File: src/design/multi_servo_slew_limiter_macros.svh
// ----------------------------------------------------------------------------
// multi_servo_slew_limiter_macros.svh
// Assertion macros used by the servo slew limiter top module.
// ----------------------------------------------------------------------------
`ifndef MULTI_SERVO_SLEW_LIMITER_MACROS_SVH
`define MULTI_SERVO_SLEW_LIMITER_MACROS_SVH

`ifndef SYNTHESIS

`define MSL_ASSERT_IMPLY(lbl, clk_i, rstn_i, ante, cons) \
	lbl: assert property (@(posedge clk_i) disable iff (!rstn_i) (ante) |-> (cons)) \
		else $error("multi_servo_slew_limiter: assertion failed");

`define MSL_ASSERT_NEXT(lbl, clk_i, rstn_i, ante, cons) \
	lbl: assert property (@(posedge clk_i) disable iff (!rstn_i) (ante) |=> (cons)) \
		else $error("multi_servo_slew_limiter: assertion failed");

`else

`define MSL_ASSERT_IMPLY(lbl, clk_i, rstn_i, ante, cons)
`define MSL_ASSERT_NEXT(lbl, clk_i, rstn_i, ante, cons)

`endif

`endif

File: src/design/msl_pkg.sv
// ----------------------------------------------------------------------------
// msl_pkg
// Types and constants of the multi-servo slew limiter.
// ----------------------------------------------------------------------------
package msl_pkg;

	localparam int SERVO_COUNT_DEF = 6;
	localparam int MAX_SERVOS      = 6;
	localparam int POS_W           = 10;
	localparam int STEP_W          = 8;
	localparam int ID_W            = 3;
	localparam int KIND_W          = 2;
	localparam int LIM_TBL_W       = 60;
	localparam int STEP_TBL_W      = 48;
	localparam int APB_DATA_W      = 64;
	localparam int APB_ADDR_W      = 5;

	localparam logic [LIM_TBL_W-1:0]  MIN_RESET  = 60'd247786069368647760;
	localparam logic [LIM_TBL_W-1:0]  MAX_RESET  = 60'd428414119203809800;
	localparam logic [STEP_TBL_W-1:0] STEP_RESET = 48'd219945292071169;

	localparam logic [POS_W-1:0] HOME_POS [MAX_SERVOS] =
		'{10'd285, 10'd320, 10'd200, 10'd150, 10'd300, 10'd300};

	typedef enum logic [KIND_W-1:0] {
		KIND_SET  = 2'd0,
		KIND_MOVE = 2'd1,
		KIND_TICK = 2'd2
	} kind_t;

	typedef enum logic [1:0] {
		REG_MIN  = 2'd0,
		REG_MAX  = 2'd1,
		REG_STEP = 2'd2
	} reg_idx_t;

	typedef struct packed {
		logic             set;
		logic             move;
		logic [ID_W-1:0]  channel;
		logic [POS_W-1:0] position;
		logic             clamp;
	} cmd_t;

	typedef struct packed {
		logic             vld;
		logic [ID_W-1:0]  servo_id;
		logic [POS_W-1:0] pulse;
		logic             last;
	} res_t;

endpackage

File: src/design/msl_cell.sv
// ----------------------------------------------------------------------------
// msl_cell
// One servo channel: position state, clamp, per-tick step and chain links.
// ----------------------------------------------------------------------------
module msl_cell
	import msl_pkg::*;
#(
	parameter logic [ID_W-1:0]  IDX  = '0,
	parameter logic [POS_W-1:0] HOME = '0
) (
	input  logic              clk,
	input  logic              arst_n,
	input  logic              adv,
	input  cmd_t              cmd,
	input  logic [POS_W-1:0]  lim_lo,
	input  logic [POS_W-1:0]  lim_hi,
	input  logic [STEP_W-1:0] step,
	input  logic              tok_in,
	output logic              tok_q,
	input  logic              more_in,
	output logic              more_out,
	input  res_t              res_in,
	output res_t              res_out
);

	logic [POS_W-1:0] cur_q, tgt_q;
	logic             up_q, settled_q;

	logic             hit, pending;
	logic [POS_W-1:0] lo_fix, clamped, set_pos, np;
	logic [POS_W:0]   sum, diff;

	assign hit     = cmd.channel == IDX;
	assign lo_fix  = (cmd.position < lim_lo) ? lim_lo : cmd.position;
	assign clamped = (lo_fix > lim_hi) ? lim_hi : lo_fix;
	assign set_pos = cmd.clamp ? clamped : cmd.position;

	assign pending  = !settled_q && (cur_q != tgt_q);
	assign more_out = pending || more_in;

	// no overshoot: land on target when the step would pass it
	assign sum  = {1'b0, cur_q} + {{(POS_W+1-STEP_W){1'b0}}, step};
	assign diff = {1'b0, cur_q} - {{(POS_W+1-STEP_W){1'b0}}, step};

	always_comb begin
		if (up_q) begin
			np = (sum > {1'b0, tgt_q}) ? tgt_q : sum[POS_W-1:0];
		end else begin
			np = (diff[POS_W] || (diff[POS_W-1:0] < tgt_q)) ? tgt_q : diff[POS_W-1:0];
		end
	end

	always_comb begin
		if (cmd.set && hit) begin
			res_out = '{vld: 1'b1, servo_id: IDX, pulse: set_pos, last: 1'b1};
		end else if (tok_q && adv && pending) begin
			res_out = '{vld: 1'b1, servo_id: IDX, pulse: np, last: !more_in};
		end else begin
			res_out = res_in;
		end
	end

	always_ff @(posedge clk or negedge arst_n) begin
		if (!arst_n) begin
			tok_q     <= 1'b0;
			cur_q     <= HOME;
			tgt_q     <= HOME;
			up_q      <= 1'b0;
			settled_q <= 1'b1;
		end else begin
			if (adv) begin
				tok_q <= tok_in;
			end
			if (cmd.set && hit) begin
				cur_q     <= set_pos;
				tgt_q     <= set_pos;
				up_q      <= 1'b0;
				settled_q <= 1'b1;
			end else if (cmd.move && hit) begin
				tgt_q     <= clamped;
				up_q      <= clamped > cur_q;
				settled_q <= clamped == cur_q;
			end else if (tok_q && adv && !settled_q) begin
				if (cur_q == tgt_q) begin
					settled_q <= 1'b1;
				end else begin
					cur_q <= np;
				end
			end
		end
	end

endmodule

File: config.mk
export PLATFORM = sky130hd
export DESIGN_NAME = msl_cell
export DESIGN_NICKNAME = d
export VERILOG_FILES = /design/src/design/multi_servo_slew_limiter_macros.svh /design/src/design/msl_pkg.sv /design/src/design/msl_cell.sv
export SDC_FILE = /design/constraint.sdc
export NUM_CORES = 1
export LEC_CHECK = 0
export BUFFER_PORTS_ARGS = -buffer_cell sky130_fd_sc_hd__buf_2
export CELL_PAD_IN_SITES_DETAIL_PLACEMENT = 0
export CELL_PAD_IN_SITES_GLOBAL_PLACEMENT = 2
export CORE_UTILIZATION = 33
export DETAILED_ROUTE_END_ITERATION = 12
export PLACE_DENSITY_LB_ADDON = 0.08
export SLEW_MARGIN = 20
export SYNTH_ARGS = -nofsm -noshare
export SYNTH_HDL_FRONTEND = slang
export SYNTH_SLANG_ARGS = --single-unit
File: constraint.sdc
create_clock -name clk -period 4.9 [get_ports clk]
set_input_delay 0.49 -clock clk [delete_from_list [all_inputs] [get_ports clk]]
set_output_delay 0.49 -clock clk [all_outputs]
set_load 0.005 [all_outputs]
==> metrics.md, run 1 <==
| Metric | Value |
|---|---|
| Area taken by multi-input logic gates | 3520 µm² |
| First-pass GRT wire length | 23600 µm |
| Slack of the worst reg-to-reg path | 0.86 ns |
| Max Slew Vio Count | 0 |
| Chip Height | approximately 120 µm |
| Max_slew headroom | 38.5% |
| Mean area per synthesized cell | 7.63 µm² |
| Die Outline Area | 13600 µm² |
| Number of antenna diodes | 0 |
| Overall routed net length | approximately 15000 µm |
| Path type of the worst setup path | reg2out |
| Average wire length per cell after detail routing | about 18 µm |
| Endpoints failing setup | 0 |
| Psw | 1.72 mW |
| Internal cell power | around 1.6 mW |
| Worst-case clock buffer depth | 2 |
| Pin slew with the least headroom to its limit | between 0.9 and 1 ns |
| Startpoint of the most critical register-to-register path | cur_q[0] |
| Area added between synthesis and finish | 23.8% |
| Launching element type of the critical path | flip-flop |
| Number of cells on the worst reg-to-reg path | 15 |
| Endpoint of the most critical register-to-register path | cur_q[5] |
| Hold Violations, Final | 0 |
| Num CTS Buffers | 3 |
| Setup crit end kind | output pin |
| Initial antenna violation count | 0 |
| Class of the tightest hold or removal check | in2async |
| Clk network pwr share | under 10% |
| Final core occ | 42.3% |
| Die Wd | 117 µm |
| Most used flip-flop cell after synthesis | dfrtp_1 |
| Post-Syn Instances | 570 |
| Placement Rows | between 40 and 50 |
| Total DRC errors in the routed layout | 0 |
| Required @ worst endpoint | 4.41 ns |
| Via total after detailed routing | 4737 |
| Max-cap violation count | 0 |
| Aggregate global-route resource usage | 22.7% |
| Initial cell density of the core | 34.2% |
| Core Region | 12700 µm² |
| Post-route antenna net violation count | 0 |
| Number of synthesis warnings | 0 |
| Later-pin clock latency in the skew report | 0.26 ns |
| CTS Root Buffer Type | clkbuf_16 |
| Summed instance area of the synthesized netlist | 4350 µm² |
| Clk slew on worst S/H paths | about 0.060 ns |
| #FFs+latches synth | 23 |
| Clock H-tree levels | 1 |
| Fin crit period | 4.75 ns |
| Number of search-and-repair iterations in the first detailed-routing pass | 4 |
| Count of input and output buffers | 80 |
| Total of fill cells in the finished design | 1397 |
| Arrival time reported for the critical path endpoint | 4.26 ns |
| Sequential standard cell area | 579 µm² |
| Number of global-route vias before repair | 4691 |
| Gate power share | 83.3% |
| Routability Congestion | 0.824 |
| Proportion of register bits with asynchronous set or reset after synthesis | between 90% and 100% |
| Clock tree from TritonCTS | built |
| Final worst-path cycle share | 96.9% |
| Worst-case clock skew | between 0.003 and 0.004 ns |
| Worst hold-check slack | 0.212 ns |
| Pin count of the biggest net entering global routing | 24 |
| Number of nets in the finished design | 807 |
| Maximum fanout along the worst path | 5 |
| Proportion of synthesized chip area in sequential cells | 13.3% |
| Violation count after the first detailed-route iteration | 253 |
| Power per standard cell area | 615 nW/µm² |
| I/O pin count | 81 |
| Share of post-route cells with drive strength above 1 | 27.4% |
| Sequential Power Share | 11.3% |
| Half-perimeter wire length after detailed placement | 12800 µm |
| Count of hold-fix buffers inserted at cts | 0 |
| Number of synthesized flops with an enable pin | 0 |
| Vias per cell | 5.59 |
| Sink count of the clock tree | 23 |
| Post-synth cell types | 80 |
| Maximum vdd ir drop | 0.169 mV |
| Total grt overflow | 0 |
| Outcome | finished clean |
| Static leakage | 2.49 nW |
| Net Count, Synth | 700 |
| Switching share of total power | 52.0% |
| Highest clock frequency the design can meet | between 200 and 250 MHz |
==> kinds of logic after synthesis <==
logic type | synth area share (%)
adder cells (fa/ha/maj) | 19.3
buffers and inverters | 8.51
AND/OR/NAND/NOR | 21.3
AO/OA/AOI/OAI | 31.3
XOR/XNOR | 4.63
flip-flops | 13.3
multiplexers | 1.67
==> area by class of cell <==
type	instances	share of cell area [%]
repair buffers	128	14.1
clock buffers	4	1.46
flip-flops and latches	23	10.8
well taps	172	3.99
inverters	62	4.32
multi-input cells	459	65.4
==> flip-flops by register name (all words and copies together), names as in the netlist <==
name,cells
tgt_q,10
tok_q,1
up_q,1
settled_q,1
cur_q,10
==> layer usage <==
metal | GRT usage (%) | share of wire, % | wire, µm
met5 | 0 | 0 | 0
met4 | 8.19 | 2.1 | 323
met3 | 1.08 | 2.8 | 426
met2 | 44.0 | 52 | 7980
met1 | 26.3 | 43 | 6560
==> power groups by stage <==
stage	clock network [mW]	logic, mW	registers [mW]
detailed placement	0	2.54	0.376
CTS	0.186	2.63	0.371
global placement	0	2.51	0.373
global route	0.192	3.04	0.383
finish	0.180	2.76	0.374
floorplan	0	1.85	0.322
==> placed cells by master, fill, tap and decap left out, types with 5 or more instances in the layout <==
cell type,n
dfrtp_1,20
nand4_1,12
buf_4,48
ha_1,63
xnor2_1,20
and3_1,6
o21ai_0,33
nor2_1,28
a21oi_1,34
o21a_1,5
buf_2,80
nand2_1,37
o21ai_1,8
o221ai_1,14
a211oi_1,5
a211oi_2,6
inv_1,60
a31oi_1,10
nand3_1,19
nor2b_1,16
and2_1,5
a311oi_1,10
o211ai_1,5
nor3_1,23
==> per-stage QoR <==
step	instance area, µm²	instances	power [mW]	setup TNS [ns]	worst slack, ns
floorplan	4350	570	2.17	0	0.167
global placement	5160	839	2.89	0	0.00558
detailed placement	5160	839	2.92	-0.155	-0.125
CTS	5270	845	3.19	0	0.00243
global route	5390	848	3.61	-0.229	-0.0514
finish	5390	848	3.31	0	0.153
==> how the worst max path moves through the flow <==
stage / slack, ns / cells past startpoint / end / startpoint
5_1_grt: -0.05 / 23 / up_q / cmd[6]
3_3_place_gp: 0.006 / 23 / up_q / cmd[8]
3_5_place_dp: -0.13 / 23 / up_q / cmd[8]
6_report: 0.15 / 16 / res_out[6] / cur_q[0]
2_1_floorplan: 0.17 / 25 / up_q / lim_lo[7]
4_1_cts: 0.002 / 15 / res_out[2] / cur_q[1]
==> timing repair <==
item,CTS,global route
gates resized for setup,7,27
setup buffers,1,3
gates cloned,1,0
pin swaps,2,9
setup endpoints to repair,7,11
hold endpoints to repair,0,0
==> cell usage after synthesis (6+ instances only) <==
cell | count | area share [%]
nor2b_1 | 16 | 2.3
o21ai_0 | 40 | 4.6
nor3_1 | 23 | 2.6
inv_1 | 61 | 5.3
a211oi_1 | 7 | 1.2
and3_1 | 6 | 0.86
nand3_1 | 19 | 2.2
a21oi_1 | 37 | 4.3
o221ai_1 | 14 | 2.8
nand4_1 | 12 | 1.7
clkbuf_1 | 13 | 1.1
buf_2 | 11 | 1.3
a31oi_1 | 10 | 1.4
nand2_1 | 38 | 3.3
dfrtp_1 | 22 | 13
a311oi_1 | 10 | 2.0
ha_1 | 64 | 18
xnor2_1 | 20 | 4.0
nor2_1 | 29 | 2.5
==> critical path, cell delays in order (launching register included) <==
cell	delay [ns]
dfrtp_2	0.40
ha_2	0.18
inv_1	0.05
fa_2	0.34
or2_4	0.28
a221oi_4	0.33
o22ai_4	0.12
xnor2_1	0.14
ha_1	0.30
a21o_1	0.20
a21oi_2	0.22
o21ai_2	0.11
o31a_1	0.36
or4_1	0.53
nand4_1	0.16
a21oi_1	0.10
buf_2	0.15
No activity file was read; power rests on OpenSTA's default activity.
==> run 2: changes to the inputs <==
--- a/config.mk
+++ b/config.mk
@@ -5,10 +5,11 @@
 export SDC_FILE = /design/constraint.sdc
 export NUM_CORES = 1
 export LEC_CHECK = 0
+export ABC_AREA = 1
 export BUFFER_PORTS_ARGS = -buffer_cell sky130_fd_sc_hd__buf_2
 export CELL_PAD_IN_SITES_DETAIL_PLACEMENT = 0
 export CELL_PAD_IN_SITES_GLOBAL_PLACEMENT = 2
-export CORE_UTILIZATION = 33
+export CORE_UTILIZATION = 31
 export DETAILED_ROUTE_END_ITERATION = 12
 export PLACE_DENSITY_LB_ADDON = 0.08
 export SLEW_MARGIN = 20
==> metrics.md, run 2 <==
| Metric | Value |
|---|---|
| Sequential standard cell area | 577 µm² (-0.43%) |
| Post-route antenna net violation count | 0 (unchanged) |
| Final worst-path cycle share | 90.9% (-6.0 points) |
| Proportion of synthesized chip area in sequential cells | 12.5% (-0.77 points) |
| Total of fill cells in the finished design | 1643 (+18%) |
| Crit. Startpoint | cur_q[5] |
| Worst-case clock buffer depth | 2 (unchanged) |
| Post-synth cell types | 51 (-36%) |
| Chip Height | 124 µm (+6.2%) |
| Half-perimeter wire length after detailed placement | 13200 µm (+2.6%) |
| RSZ-0062 raised after global routing | false |
| Startpoint of the most critical register-to-register path | cur_q[0] |
| Die Wd | 124 µm (+6.2%) |
| Required @ worst endpoint | 4.41 ns (about the same) |
| Number of antenna diodes | 0 (unchanged) |
| Clock H-tree levels | 1 (unchanged) |
| Total DRC errors in the routed layout | 0 (unchanged) |
| Static leakage | 2.92 nW (+17%) |
| Area fraction in compound gates after synthesis | 18.4% (-13 points) |
| Arrival time reported for the critical path endpoint | 3.96 ns (-0.30 ns) |
| Number of search-and-repair iterations in the first detailed-routing pass | 4 (unchanged) |
| I/O pin count | 81 (unchanged) |
| Hold Violations, Final | 0 (unchanged) |
| Synth Area in Adders | 18.2% (-1.1 points) |
| Fraction of synthesized cell area in xor and xnor cells | 3.41% (-1.2 points) |
| Worst-case clock skew | 0.00112 ns (-0.00227 ns) |
| Top cells by instance count after synthesis | nand2_1, inv_1, nand3_1 |
| Fin crit period | 4.45 ns (-0.294 ns) |
| Series of cell instances along the critical path | ha_1 -> nand2_1 -> nor3_1 -> nand2_1 -> nand2_1 -> nand2_1 -> nand3_1 -> xor2_1 -> inv_1 -> ha_1 -> inv_1 -> nor3_2 -> nand3b_1 -> nand4_1 -> nand2_4 -> inv_2 -> a21oi_1 -> o21ai_1 -> nand3_1 -> nand3_1 -> nand2_1 -> buf_2 |
| Share of synthesized area spent on multiplexers | 0.244% (-1.4 points) |
| Most Frequent Cell on Critical Path | nand2_1 |
| Total grt overflow | 0 (unchanged) |
| Highest-count cells in the layout ignoring fill and taps | nand2_1, inv_1, buf_2 |
| Buffers inserted by post-CTS timing repair | 0 (-1) |
| Maximum cell stage delay along the critical path | 0.46 ns (-0.07 ns) |
| Maximum vdd ir drop | 0.189 mV (+12%) |
| Number of synthesis warnings | 0 (unchanged) |
| Sink count of the clock tree | 23 (unchanged) |
| First-pass GRT wire length | 24100 µm (+1.9%) |
| Power per standard cell area | 580 nW/µm² (-5.6%) |
| Dominant combinational cell family by area after synthesis | simple AND/OR/NAND/NOR gates |
| Area fraction of the dominant cell type after synthesis | 17.3% (-1.1 points) |
| Pin slew with the least headroom to its limit | 0.767 ns (-0.154 ns) |
| Later-pin clock latency in the skew report | 0.26 ns (about the same) |
| CTS Root Buffer Type | clkbuf_16 |
| Routability Congestion | 0.837 (+1.6%) |
| Area taken by multi-input logic gates | 3410 µm² (-3.0%) |
| Die Outline Area | 15400 µm² (+13%) |
| Area added between synthesis and finish | 13.5% |
| Number of nets in the finished design | 930 (+15%) |
| Post-Syn Instances | 732 (+28%) |
| Simple logic cell fraction of the synthesized area | 33.1% (+12 points) |
| Launching element type of the critical path | flip-flop |
| Overall routed net length | 15400 µm (+0.58%) |
| #FFs+latches synth | 23 (unchanged) |
| CP top delay family | simple AND/OR/NAND/NOR gates |
| Placement Rows | 44 (+7.3%) |
| Max-cap violation count | 0 (unchanged) |
| Net Count, Synth | 862 (+23%) |
| Number of cells on the worst reg-to-reg path | 26 (+11) |
| Leading cell types by total area after synthesis | ha_1, nand2_1, dfrtp_1, inv_1, nand3_1 |
| Clk slew on worst S/H paths | 0.06 ns (about the same) |
| Highest clock frequency the design can meet | 225 MHz (+6.6%) |
| Mean area per synthesized cell | 6.31 µm² (-17%) |
| Setup crit end kind | output pin |
| Summed instance area of the synthesized netlist | 4620 µm² (+6.2%) |
| Most common cell after layout, fill and taps aside | nand2_1 |
| Most used flip-flop cell after synthesis | dfrtp_1 |
| Outcome | finished clean |
| Clock tree from TritonCTS | built |
| Buf/Inv on CP | 4 (+2) |
| Maximum fanout along the worst path | 14 (+9) |
| Most used standard cell by instance count after synthesis | nand2_1 |
| Cell count along the critical path | 22 (+6) |
| Aggregate global-route resource usage | 20.5% (-2.3 points) |
| Number of cells after detailed placement | 978 (+17%) |
| Final core occ | 36.1% (-6.3 points) |
| Class of the tightest hold or removal check | in2async |
| Share of post-route cells with drive strength above 1 | 17.9% (-9.5 points) |
| Vias per cell | 4.89 (-12%) |
| Slowest-stage cell, CP | dfrtp_1 |
| Num CTS Buffers | 3 (unchanged) |
| Number of global-route vias before repair | 4737 (+0.98%) |
| Max Slew Vio Count | 0 (unchanged) |
| Final instance count without filler cells | 983 (+16%) |
| Core Region | 14500 µm² (+14%) |
| Cell type with the highest aggregate area in the netlist | ha_1 |
| Initial antenna violation count | 0 (unchanged) |
| Proportion of register bits with asynchronous set or reset after synthesis | 100% (unchanged) |
| Initial cell density of the core | 31.8% (-2.4 points) |
| Violation count after the first detailed-route iteration | 221 (-13%) |
| Via total after detailed routing | 4805 (+1.4%) |
| Average wire length per cell after detail routing | 15.6 µm (-13%) |
| Count of input and output buffers | 80 (unchanged) |
| Endpoints failing setup | 0 (unchanged) |
| Max_slew headroom | 48.8% (+10 points) |
| Number of synthesized flops with an enable pin | 0 (unchanged) |
| PnR Total Power | 3.04 mW (-8.2%) |
| Pin count of the biggest net entering global routing | 24 (unchanged) |
| Registers with the most flip-flops | cur_q (10), tgt_q (10) |
| Path type of the worst setup path | reg2out |
==> run 2: cell types whose count changed after synthesis, sizes merged, moves of 11 or more <==
cell    previous run  this run
o221ai            17         0
xor2               3        15
nor3              25         7
nor2b             16         0
a31oi             11         0
xnor2             20         3
a21oi             38        72
inv               61       131
nand3             19        81
nand2             38       191
==> run 2: through the flow <==
step	TNS [ns]	setup WS [ns]	hold slack [ns]	area [µm²]
floorplan	0	1.16	0.194	4620
global placement	-0.183	-0.146	0.485	5130
detailed placement	-0.191	-0.144	0.491	5130
CTS	0	0.126	0.213	5210
global route	0	0.0128	0.228	5240
finish	0	0.447	0.192	5240
==> run 2: kinds of logic after synthesis <==
family / count (synthesis)
xor+xnor: 18
mux: 1
buf+inv: 156
simple gates: 334
fa+ha+maj: 66
compound gates: 134
flops: 23
==> run 2: per-layer routing <==
layer	track usage [%]	part of all wire, %	vias up
met5	0	0	-
met4	4.39	1.3	0
met3	0.504	2.7	11
met2	36.5	48	99
met1	27.4	48	2195
li1	-	-	2500
==> run 2: what timing repair did <==
item | 4_1_cts | 5_1_grt
setup endpoints to repair | 0 | 12
hold buffers | 0 | 0
gates resized for setup | 0 | 6
==> run 2: worst paths after layout <==
path | to | slack, ns
worst max-delay path | res_out[7] | 0.45
worst max register to register | cur_q[2] | 1.26
worst min-delay path | cur_q[9] | 0.19
max in group asynchronous | settled_q | 4.35
worst min register to register | tok_q | 0.54
min in group clk | tok_q | 0.46
==> run 2: area by class of cell <==
| class | count | area share (%) |
|---|---|---|
| inverter | 133 | 9.60 |
| timing repair buffer | 85 | 8.36 |
| sequential | 23 | 11.0 |
| clock buffer | 4 | 1.50 |
| tap | 184 | 4.39 |
| multi-input combinational | 554 | 65.1 |
==> run 2: power breakdown <==
group / total [mW] / internal [mW] / switching, mW
Clock: 0.178 / 0.111 / 0.0667
Combinational: 2.50 / 0.862 / 1.63
Sequential: 0.368 / 0.259 / 0.109
