==> src/design/multi_servo_slew_limiter_macros.svh <==
// ----------------------------------------------------------------------------
// multi_servo_slew_limiter_macros.svh
// Assertion macros used by the servo slew limiter top module.
// ----------------------------------------------------------------------------
`ifndef MULTI_SERVO_SLEW_LIMITER_MACROS_SVH
`define MULTI_SERVO_SLEW_LIMITER_MACROS_SVH

`ifndef SYNTHESIS

`define MSL_ASSERT_IMPLY(lbl, clk_i, rstn_i, ante, cons) \
	lbl: assert property (@(posedge clk_i) disable iff (!rstn_i) (ante) |-> (cons)) \
		else $error("multi_servo_slew_limiter: assertion failed");

`define MSL_ASSERT_NEXT(lbl, clk_i, rstn_i, ante, cons) \
	lbl: assert property (@(posedge clk_i) disable iff (!rstn_i) (ante) |=> (cons)) \
		else $error("multi_servo_slew_limiter: assertion failed");

`else

`define MSL_ASSERT_IMPLY(lbl, clk_i, rstn_i, ante, cons)
`define MSL_ASSERT_NEXT(lbl, clk_i, rstn_i, ante, cons)

`endif

`endif

==> src/design/msl_pkg.sv <==
// ----------------------------------------------------------------------------
// msl_pkg
// Types and constants of the multi-servo slew limiter.
// ----------------------------------------------------------------------------
package msl_pkg;

	localparam int SERVO_COUNT_DEF = 6;
	localparam int MAX_SERVOS      = 6;
	localparam int POS_W           = 10;
	localparam int STEP_W          = 8;
	localparam int ID_W            = 3;
	localparam int KIND_W          = 2;
	localparam int LIM_TBL_W       = 60;
	localparam int STEP_TBL_W      = 48;
	localparam int APB_DATA_W      = 64;
	localparam int APB_ADDR_W      = 5;

	localparam logic [LIM_TBL_W-1:0]  MIN_RESET  = 60'd247786069368647760;
	localparam logic [LIM_TBL_W-1:0]  MAX_RESET  = 60'd428414119203809800;
	localparam logic [STEP_TBL_W-1:0] STEP_RESET = 48'd219945292071169;

	localparam logic [POS_W-1:0] HOME_POS [MAX_SERVOS] =
		'{10'd285, 10'd320, 10'd200, 10'd150, 10'd300, 10'd300};

	typedef enum logic [KIND_W-1:0] {
		KIND_SET  = 2'd0,
		KIND_MOVE = 2'd1,
		KIND_TICK = 2'd2
	} kind_t;

	typedef enum logic [1:0] {
		REG_MIN  = 2'd0,
		REG_MAX  = 2'd1,
		REG_STEP = 2'd2
	} reg_idx_t;

	typedef struct packed {
		logic             set;
		logic             move;
		logic [ID_W-1:0]  channel;
		logic [POS_W-1:0] position;
		logic             clamp;
	} cmd_t;

	typedef struct packed {
		logic             vld;
		logic [ID_W-1:0]  servo_id;
		logic [POS_W-1:0] pulse;
		logic             last;
	} res_t;

endpackage

==> src/design/msl_regs.sv <==
// ----------------------------------------------------------------------------
// msl_regs
// APB register file: lower limits, upper limits and step sizes.
// ----------------------------------------------------------------------------
module msl_regs
	import msl_pkg::*;
(
	input  logic                  clk,
	input  logic                  arst_n,
	input  logic                  psel,
	input  logic                  penable,
	input  logic                  pwrite,
	input  logic [APB_ADDR_W-1:0] paddr,
	input  logic [APB_DATA_W-1:0] pwdata,
	output logic [APB_DATA_W-1:0] prdata,
	output logic                  pready,
	output logic [LIM_TBL_W-1:0]  min_tbl,
	output logic [LIM_TBL_W-1:0]  max_tbl,
	output logic [STEP_TBL_W-1:0] step_tbl
);

	logic [LIM_TBL_W-1:0]  min_q, max_q;
	logic [STEP_TBL_W-1:0] step_q;
	logic                  wr;
	reg_idx_t              idx;

	assign pready   = 1'b1;
	assign wr       = psel && penable && pwrite;
	assign idx      = reg_idx_t'(paddr[APB_ADDR_W-1:3]);
	assign min_tbl  = min_q;
	assign max_tbl  = max_q;
	assign step_tbl = step_q;

	always_ff @(posedge clk or negedge arst_n) begin
		if (!arst_n) begin
			min_q  <= MIN_RESET;
			max_q  <= MAX_RESET;
			step_q <= STEP_RESET;
		end else if (wr) begin
			unique case (idx)
				REG_MIN:  min_q  <= pwdata[LIM_TBL_W-1:0];
				REG_MAX:  max_q  <= pwdata[LIM_TBL_W-1:0];
				REG_STEP: step_q <= pwdata[STEP_TBL_W-1:0];
				default: ;
			endcase
		end
	end

	always_comb begin
		unique case (idx)
			REG_MIN:  prdata = {{(APB_DATA_W-LIM_TBL_W){1'b0}}, min_q};
			REG_MAX:  prdata = {{(APB_DATA_W-LIM_TBL_W){1'b0}}, max_q};
			REG_STEP: prdata = {{(APB_DATA_W-STEP_TBL_W){1'b0}}, step_q};
			default:  prdata = '0;
		endcase
	end

endmodule
==> config.mk <==
export PLATFORM = sky130hd
export DESIGN_NAME = msl_regs
export DESIGN_NICKNAME = d
export VERILOG_FILES = /design/src/design/multi_servo_slew_limiter_macros.svh /design/src/design/msl_pkg.sv /design/src/design/msl_regs.sv
export SDC_FILE = /design/constraint.sdc
export NUM_CORES = 1
export LEC_CHECK = 0
export BUFFER_PORTS_ARGS = -buffer_cell sky130_fd_sc_hd__buf_2
export CAP_MARGIN = 5
export CELL_PAD_IN_SITES_DETAIL_PLACEMENT = 0
export CELL_PAD_IN_SITES_GLOBAL_PLACEMENT = 1
export CORE_ASPECT_RATIO = 1.25
export CORE_MARGIN = 2
export CORE_UTILIZATION = 41
export DETAILED_ROUTE_END_ITERATION = 16
export PLACE_DENSITY = 0.92
export REMOVE_ABC_BUFFERS = 1
export SLEW_MARGIN = 20
export SYNTH_ARGS = -nofsm -noshare
export SYNTH_HDL_FRONTEND = slang
export SYNTH_SLANG_ARGS = --single-unit
==> constraint.sdc <==
create_clock -name clk -period 2.15 [get_ports clk]
set_input_delay 0.215 -clock clk [delete_from_list [all_inputs] [get_ports clk]]
set_output_delay 0.215 -clock clk [all_outputs]
set_load 0.03 [all_outputs]
==> results.toml, run 1 <==
[status]
status = "finished clean"

[worst_setup_path]
worst-path-buf-inv = 3
cpMaxStageDelayCell = "buf_4"
cp_common_cell = "buf_4"
cp-endpoint = "prdata[8]"
reg2reg_to = "max_tbl[0]$_DFFE_PN0P_"
crit_chain = "buf_4 > buf_4 > mux2i_1 > o21ai_0 > buf_2"
cpLargestDelayFamily = "buffers and inverters"
cp.arrival_ns = 1.60
reg2reg_setup_slack_ns = 1.34
worstPathRequired_ns = 1.93
r2r_start = "max_tbl[0]$_DFFE_PN0P_"
end_kind = "output pin"
crit_start = "paddr[3]"
max_stage_delay_ns = 0.43
cp.depth = 5
ff2ff_path_depth = 1
cp-start-kind = "input pin"
worstPathMaxFanout = 19
critical_path_class = "input pin to output pin"

[grt]
grt_max_degree = 65
grt_remaining_overflow = 0
antenna_found_initial = 1
grt_pass1_vias = 5731
grt_pass1_wl_um = 30980
gr-usage-all-layers_pct = 19.62

[timing]
skew_ns = 0
finalHoldViolCount = 0
tns_ns = 0
fmax_mhz = 549.5
finalCritPeriodShare_pct = 84.64
hold_slack_ns = 0.04180
fin_crit_ns = 1.820
rsz0062_at_grt = "false"
setup_viol = 0
finalMaxSlewViolations = 0

[synth]
netlist.area_leader.share_pct = 35.79
synth-seq-cells = 168
synthDistinctLibCells = 19
synth.cell_area_mm2 = 0.007760
synth_edf_count = 0
yosys-top-cells-area = "dfrtp_1 (36%), dfstp_2 (19%), mux2_2 (16%)"
synthArstFlopShare_pct = 100.0
synth_top_cell_by_area = "dfrtp_1"
ys.warnings.count = 0
synth-main-ff-cell = "dfrtp_1"
synth-seq-area-share_pct = 55.10
avgSynthCellArea_um2 = 14.03
yosysMostFrequentCell = "dfrtp_1"
synthCells = 553
synth_common_cells = "dfrtp_1 (111), mux2_2 (108), mux2_4 (60), mux2i_1 (60), dfstp_2 (57)"

[clock_network]
cts_inserted_buffers = 17
cts.sinks = 168
cts_tree = "done"
cts.path.max_buffers = 2
cts.reportedPaths.clkPinSlew_ns = 0.07
root_buffer = "clkbuf_16"
post-cts-setup-buffers = 0
htree_levels = 4
clk_latency_ns = 0.41

[layout]
final_core_util_pct = 53.99
area_growth_pct = 29.67
nNetsFinal = 916
stdcell_count = 1088
drive_above_1_share_pct = 66.43

[floorplan]
rows = 56
core_mm2 = 0.01864
dieArea_mm2 = 0.02005
ios = 307
die_x_um = 127.1
initial_utilization_pct = 41.64
die_h_um = 157.8

[detailed_routing]
drt_wl_total_um = 19810
dr.pass1.iters = 4
ant_nets = 0
via_per_inst = 5.097
drt-initial-drc-count = 250
drc = 0
via_count = 5545
wl_per_cell_um = 18.20

[placement]
gp_congestion = 0.7689
port_buffers = 294
dp_hpwl_um = 13530
dpl.cell_count = 1054

[worst_hold_path]
holdCritPathClass = "input pin to flip-flop"
hp-start = "pwdata[52]"

[pwr]
p_leak_nw = 5.136
vdd_drop_max_mv = 0.5939
clkPwrFrac_pct = 23.9
combPwrFrac_pct = 37.0
p_sw_share_pct = 39.95
power_frac_seq_pct = 39.1
internal_power_mw = 7.211
p_sw_mw = 4.797
p_per_area_mw_per_mm2 = 1193

[job]
drv_cap = 0
-- timing repair --
item,CTS,global route
resized for setup,0,0
hold buffers,1,0
endpoints found under the hold margin,28,0
-- sequential cells by signal (all words and copies together), names as in the netlist --
signal	count
min_tbl	60
step_tbl	48
max_tbl	60
-- placed cells by master (no fill, tap or decap), drive strengths merged --
cell         instances
buf                308
clkbuf              19
clkinv               4
clkinvlp             3
conb                 5
dfrtp              111
dfstp               57
diode                1
dlygate4sd3          1
inv                  6
mux2               168
mux2i               60
nand2               48
nand3                1
nor2                12
nor2b                1
nor3                 1
nor3b                1
o21ai               48
or3b                 1
-- worst min-delay path by stage --
stage,to,slack [ns],cells past startpoint
CTS,max_tbl[52]$_DFFE_PN1P_,0.02,2
detailed placement,min_tbl[9]$_DFFE_PN0P_,0.20,1
global placement,step_tbl[9]$_DFFE_PN0P_,0.20,1
global route,max_tbl[52]$_DFFE_PN1P_,0.02,2
finish,max_tbl[52]$_DFFE_PN1P_,0.04,2
floorplan,max_tbl[0]$_DFFE_PN0P_,-0.08,0
-- metal layers --
metal / track usage [%] / part of all wire [%] / vias up
met5: 0 / 0 / -
li1: - / - / 2517
met4: 6.907 / 2.3 / 0
met2: 33.82 / 50 / 209
met3: 5.137 / 6.0 / 33
met1: 23.88 / 41 / 2786
-- stage by stage --
stage | power, mW | area, um^2 | setup WS [ns]
after global routing | 12.60 | 10060 | 0.2003
after global placement | 9.132 | 9493 | 0.3364
final | 12.01 | 10060 | 0.3302
after detailed placement | 9.228 | 9493 | 0.3194
after floorplan | 7.726 | 7520 | -1.089
after CTS | 12.14 | 10060 | 0.3299
-- kinds of logic after synthesis --
family,count (synthesis),share of synthesized area (%)
flops,168,55.10
mux,228,35.02
other cells,2,0.09678
simple gates,65,3.450
compound gates,48,3.096
buf+inv,42,3.241
-- cell type report --
type | count | area, um^2
antenna | 1 | 2.502
clock buffer | 19 | 442.9
clock inverter | 13 | 113.9
fill | 1637 | 8576
multi-input combinational | 346 | 3267
sequential | 168 | 4275
tap | 232 | 290.3
timing repair buffer | 309 | 1670
-- power groups by stage --
stage	Combinational, mW	Clock (mW)	Sequential [mW]
2_1_floorplan	1.57	0	6.15
6_report	4.44	2.87	4.70
4_1_cts	4.48	2.95	4.70
3_5_place_dp	4.48	0	4.75
5_1_grt	4.69	3.09	4.81
3_3_place_gp	4.42	0	4.71
Note: power is estimated with default switching activity, not from simulation.
==> inputs of run 2 (changes only) <==
--- a/config.mk
+++ b/config.mk
@@ -11,9 +11,9 @@
 export CELL_PAD_IN_SITES_GLOBAL_PLACEMENT = 1
 export CORE_ASPECT_RATIO = 1.25
 export CORE_MARGIN = 2
-export CORE_UTILIZATION = 41
+export CORE_UTILIZATION = 38
 export DETAILED_ROUTE_END_ITERATION = 16
-export PLACE_DENSITY = 0.92
+export PLACE_DENSITY = 0.87
 export REMOVE_ABC_BUFFERS = 1
 export SLEW_MARGIN = 20
 export SYNTH_ARGS = -nofsm -noshare
==> constraint.sdc (replaced) <==
create_clock -name clk -period 1.7 [get_ports clk]
set_input_delay 0.17 -clock clk [delete_from_list [all_inputs] [get_ports clk]]
set_output_delay 0.17 -clock clk [all_outputs]
set_load 0.03 [all_outputs]
==> results.toml, run 2 (same netlist as run 1, synthesis figures left out) <==
[worst_setup_path]
cp.arrival_ns = 1.46
worstPathMaxFanout = 3
ff2ff_path_depth = 1
worstPathRequired_ns = 1.53
cp-start-kind = "flip-flop"
end_kind = "output pin"
critical_path_class = "flip-flop to output pin"

[floorplan]
initial_utilization_pct = 38.60
core_mm2 = 0.02010
die_x_um = 131.8
ios = 307
dieArea_mm2 = 0.02159
rows = 58
die_h_um = 163.8

[timing]
tightest_slew_ns = 0.5342
maxSlewHeadroom_pct = 64.39
fin_crit_ns = 1.628
fmax_mhz = 614.2
setup_viol = 0
finalMaxSlewViolations = 0
skew_ns = 0
finalHoldViolCount = 0
finalCritPeriodShare_pct = 95.77
rsz0062_at_grt = "false"

[pwr]
power_frac_seq_pct = 37.8
p_sw_share_pct = 38.58
p_per_area_mw_per_mm2 = 1454
p_leak_nw = 5.434
vdd_drop_max_mv = 0.7115
internal_power_mw = 9.654
p_total_mw = 15.72
combPwrFrac_pct = 36.7
clkPwrFrac_pct = 25.6
p_sw_mw = 6.065

[detailed_routing]
drt-initial-drc-count = 159
drc = 0
ant_nets = 0
via_count = 5734
drt_wl_total_um = 20290
dr.pass1.iters = 4
wl_per_cell_um = 17.11
via_per_inst = 4.835

[placement]
dp_hpwl_um = 14140
gp_congestion = 0.7425
port_buffers = 294
dpl.cell_count = 1102

[grt]
antenna_found_initial = 0
grt_pass1_wl_um = 31950
grt_remaining_overflow = 0
gr-usage-all-layers_pct = 18.57
grt_pass1_vias = 5999
grt_max_degree = 53

[clock_network]
post-cts-setup-buffers = 0
cts.path.max_buffers = 2
cts.sinks = 168
clk_latency_ns = 0.41
htree_levels = 4
cts_inserted_buffers = 17
root_buffer = "clkbuf_16"
cts_tree = "done"
cts.reportedPaths.clkPinSlew_ns = 0.06

[layout]
diodes = 0
area_growth_pct = 39.34
layout_common_cells = "buf_2 (286), dfrtp_1 (111), mux2_2 (108), mux2i_1 (60), mux2_4 (60)"
nNetsFinal = 977
drive_above_1_share_pct = 62.99
final_common_cell = "buf_2"
stdcell_count = 1186
final_core_util_pct = 53.79

[worst_hold_path]
holdCritPathClass = "input pin to flip-flop"
whs_path_depth = 2

[job]
drv_cap = 0

[status]
status = "finished clean"
## run 2: cell types whose count changed in the layout (fill, tap and decap cells not counted)
| cell | previous run | this run |
|---|---|---|
| buf_12 | 6 | 10 |
| buf_2 | 292 | 286 |
| buf_4 | 9 | 21 |
| bufinv_16 | 0 | 3 |
| clkbuf_1 | 1 | 2 |
| clkinv_4 | 3 | 0 |
| clkinvlp_4 | 3 | 4 |
| diode_2 | 1 | 0 |
| dlygate4sd3_1 | 1 | 52 |
| inv_6 | 3 | 2 |
| inv_8 | 3 | 2 |
## run 2: stage by stage
stage                     TNS [ns]  instance area (um^2)  setup WS, ns  hold WS, ns
after floorplan            -243.67                  7520        -1.494      -0.1256
after global placement           0                  9666        0.1478       0.1533
after detailed placement         0                  9666        0.1294       0.1523
after CTS                        0                 10800       0.02793     0.002186
after global routing             0                 10810     0.0006465     0.003643
final                            0                 10810       0.07196      0.02541
## run 2: layer usage
layer / global-route usage (%) / vias to the layer above / wire, um
li1: - / 2633 / -
met1: 22.25 / 2865 / 8419
met2: 33.03 / 211 / 10390
met3: 4.475 / 25 / 1148
met4: 5.978 / 0 / 336
met5: 0 / - / 0
## run 2: layout make-up
| cell class | count | area, um^2 |
|---|---|---|
| Clock buffer | 20 | 446.7 |
| Clock inverter | 12 | 165.2 |
| Fill cell | 1733 | 9289 |
| Multi-Input combinational cell | 346 | 3267 |
| Sequential cell | 168 | 4275 |
| Tap cell | 270 | 337.8 |
| Timing Repair Buffer | 370 | 2321 |
## run 2: repair_timing
action	CTS	global route
gates resized for setup	0	8
endpoints found under the hold margin	138	0
setup endpoints to repair	0	6
hold buffers	52	0
## run 2: critical path, stage by stage, from the launching register on
cell,delay (ns)
dfstp_2,0.55
mux2i_1,0.08
o21ai_0,0.21
buf_4,0.20
## run 2: worst paths after layout
check | startpoint | endpoint | slack (ns)
min | pwdata[7] | max_tbl[7]$_DFFE_PN0P_ | 0.03
max | max_tbl[43]$_DFFE_PN1P_ | prdata[43] | 0.07
min in group asynchronous | arst_n | step_tbl[28]$_DFFE_PN0P_ | 0.27
max reg2reg | max_tbl[12]$_DFFE_PN0P_ | max_tbl[12]$_DFFE_PN0P_ | 0.89
min reg2reg | min_tbl[25]$_DFFE_PN0P_ | min_tbl[25]$_DFFE_PN0P_ | 0.53
max in group asynchronous | arst_n | step_tbl[46]$_DFFE_PN1P_ | 0.69
## run 2: power by group through the flow
stage	Sequential [mW]	Clock, mW	Combinational [mW]
2_1_floorplan	7.78	0	1.99
3_3_place_gp	5.96	0	5.61
3_5_place_dp	6.00	0	5.68
4_1_cts	5.94	4.13	5.78
5_1_grt	6.09	4.28	6.07
6_report	5.94	4.02	5.76
==> inputs of run 3 (changes only) <==
--- a/config.mk
+++ b/config.mk
@@ -11,9 +11,10 @@
 export CELL_PAD_IN_SITES_GLOBAL_PLACEMENT = 1
 export CORE_ASPECT_RATIO = 1.25
 export CORE_MARGIN = 2
-export CORE_UTILIZATION = 38
+export CORE_UTILIZATION = 39
+export CTS_BUF_LIST = sky130_fd_sc_hd__clkbuf_2
 export DETAILED_ROUTE_END_ITERATION = 16
-export PLACE_DENSITY = 0.87
+export PLACE_DENSITY = 0.89
 export REMOVE_ABC_BUFFERS = 1
 export SLEW_MARGIN = 20
 export SYNTH_ARGS = -nofsm -noshare
==> results.toml, run 3 (same netlist as run 1, synthesis figures left out) <==
[placement]
gp_congestion = 0.7619
dp_hpwl_um = 13920
place_area_mm2 = 0.009657
port_buffers = 294

[grt]
grt_pass1_vias = 6746
grt_remaining_overflow = 0
grt_pass1_wl_um = 35860
grt_max_degree = 62
gr-usage-all-layers_pct = 21.97
antenna_found_initial = 1

[worst_hold_path]
whs_path_depth = 4
hp-start = "paddr[3]"
holdCritPathClass = "input pin to flip-flop"
hold_end = "min_tbl[17]$_DFFE_PN1P_"

[worst_setup_path]
cp.arrival_ns = 1.81
critical_path_class = "flip-flop to output pin"
r2r_start = "max_tbl[55]$_DFFE_PN1P_"
cp-start-kind = "flip-flop"
worstPathMaxFanout = 2
worstPathRequired_ns = 1.53
ff2ff_path_depth = 4
reg2reg_to = "max_tbl[55]$_DFFE_PN1P_"
reg2reg_setup_slack_ns = 0.65
end_kind = "output pin"

[timing]
rsz0062_at_grt = "true"
fin_ws_ns = -0.2808
fin_crit_ns = 1.981
finalMaxSlewViolations = 0
setup_viol = 73
finalHoldViolCount = 0
skew_ns = 0
tightest_slew_ns = 0.8534
finalCritPeriodShare_pct = 116.5
fmax_mhz = 504.9
hold_slack_ns = 0.1808
maxSlewHeadroom_pct = 42.92

[clock_network]
clk_latency_ns = 0.70
cts_inserted_buffers = 17
cts.reportedPaths.clkPinSlew_ns = 0.26
htree_levels = 4
cts.path.max_buffers = 2
root_buffer = "clkbuf_2"
cts_tree = "done"
cts.sinks = 168

[status]
status = "finished, violations left"
violations = "setup timing"

[detailed_routing]
wl_met2_um = 12620
dr.pass1.iters = 5
ant_nets = 0
drc = 0
met3WireLength_um = 1544
drt-met1-wl_um = 9666
drt-initial-drc-count = 257
dr.max_layer_used = "met4"
via_per_inst = 4.909
via_count = 6401
drt_wl_total_um = 24300
wl_per_cell_um = 18.63

[layout]
final_area_mm2 = 0.01245
nNetsFinal = 1099
drive_above_1_share_pct = 66.76
area_growth_pct = 60.38
final_core_util_pct = 63.92
layout_common_cells = "buf_6 (178), buf_2 (138), dfrtp_1 (111), mux2_2 (108), buf_4 (98)"
final_common_cell = "buf_6"

[floorplan]
dieArea_mm2 = 0.02105
rows = 57
initial_utilization_pct = 39.86
die_h_um = 161.7
core_mm2 = 0.01947
ios = 307
die_x_um = 130.2

[pwr]
p_leak_nw = 6.161
internal_power_mw = 9.652
p_sw_share_pct = 40.52
power_frac_seq_pct = 36.7
combPwrFrac_pct = 50.5
vdd_drop_max_mv = 0.8260
p_total_mw = 16.23
p_per_area_mw_per_mm2 = 1304
p_sw_mw = 6.575
clkPwrFrac_pct = 12.8

[job]
drv_cap = 0
==> run 3: cell types whose count changed in the layout (fill, tap and decap cells not counted), moves of 3 or more <==
cell	before	now
mux2i_1	60	57
dlygate4sd3_1	52	64
buf_6	1	178
clkbuf_2	0	17
o21ai_1	0	47
buf_4	21	98
o21ai_0	48	0
buf_2	286	138
mux2i_2	0	3
clkinv_4	0	3
clkbuf_16	17	0
==> run 3: through the flow <==
step                setup TNS [ns]  worst slack, ns  std cells
floorplan                  -243.67           -1.494        514
global placement                 0           0.1127       1095
detailed placement               0          0.08268       1095
CTS                         -16.46          -0.3194       1274
global route                -24.50          -0.3840       1303
finish                      -6.842          -0.2808       1304
==> run 3: repair_timing <==
item                                   4_1_cts  5_1_grt
endpoints found under the hold margin      336       11
setup buffers                               83       63
pin swaps                                    1        9
setup endpoints to repair                  117      157
hold buffers                                64        1
resized for setup                          320      100
==> run 3: worst max-delay path by stage <==
stage | from | to | slack (ns) | cells after the start
2_1_floorplan | pwrite | min_tbl[0]$_DFFE_PN0P_ | -1.49 | 3
3_3_place_gp | pwrite | min_tbl[21]$_DFFE_PN0P_ | 0.11 | 6
3_5_place_dp | pwrite | step_tbl[22]$_DFFE_PN0P_ | 0.08 | 6
4_1_cts | max_tbl[28]$_DFFE_PN1P_ | prdata[28] | -0.32 | 3
5_1_grt | max_tbl[38]$_DFFE_PN1P_ | prdata[38] | -0.38 | 3
6_report | max_tbl[28]$_DFFE_PN1P_ | prdata[28] | -0.28 | 3
==> run 3: worst max-delay path, cell delays in order, from the launching register on <==
cell,delay (ns)
dfstp_2,0.60
mux2i_1,0.08
o21ai_1,0.24
buf_4,0.22
==> run 3: final cells by class <==
type                            count  area [um^2]
Antenna cell                        1        2.502
Clock buffer                       17        85.08
Clock inverter                     15        142.6
Fill cell                        1414         7024
Multi-Input combinational cell    346         3287
Sequential cell                   168         4275
Tap cell                          265        331.6
Timing Repair Buffer              492         4322
==> run 3: per-layer routing <==
layer  track usage (%)  vias to the layer above
li1                  -                     2877
met1             25.71                     3223
met2             39.55                      257
met3             5.731                       44
met4             5.816                        0
met5                 0                        -
==> run 3: power groups by stage <==
stage | clock (mW) | combinational (mW) | sequential [mW]
floorplan | 0 | 1.99 | 7.78
global placement | 0 | 5.62 | 5.94
detailed placement | 0 | 5.69 | 5.98
CTS | 2.16 | 7.62 | 5.86
global route | 2.32 | 8.60 | 6.06
finish | 2.08 | 8.20 | 5.95
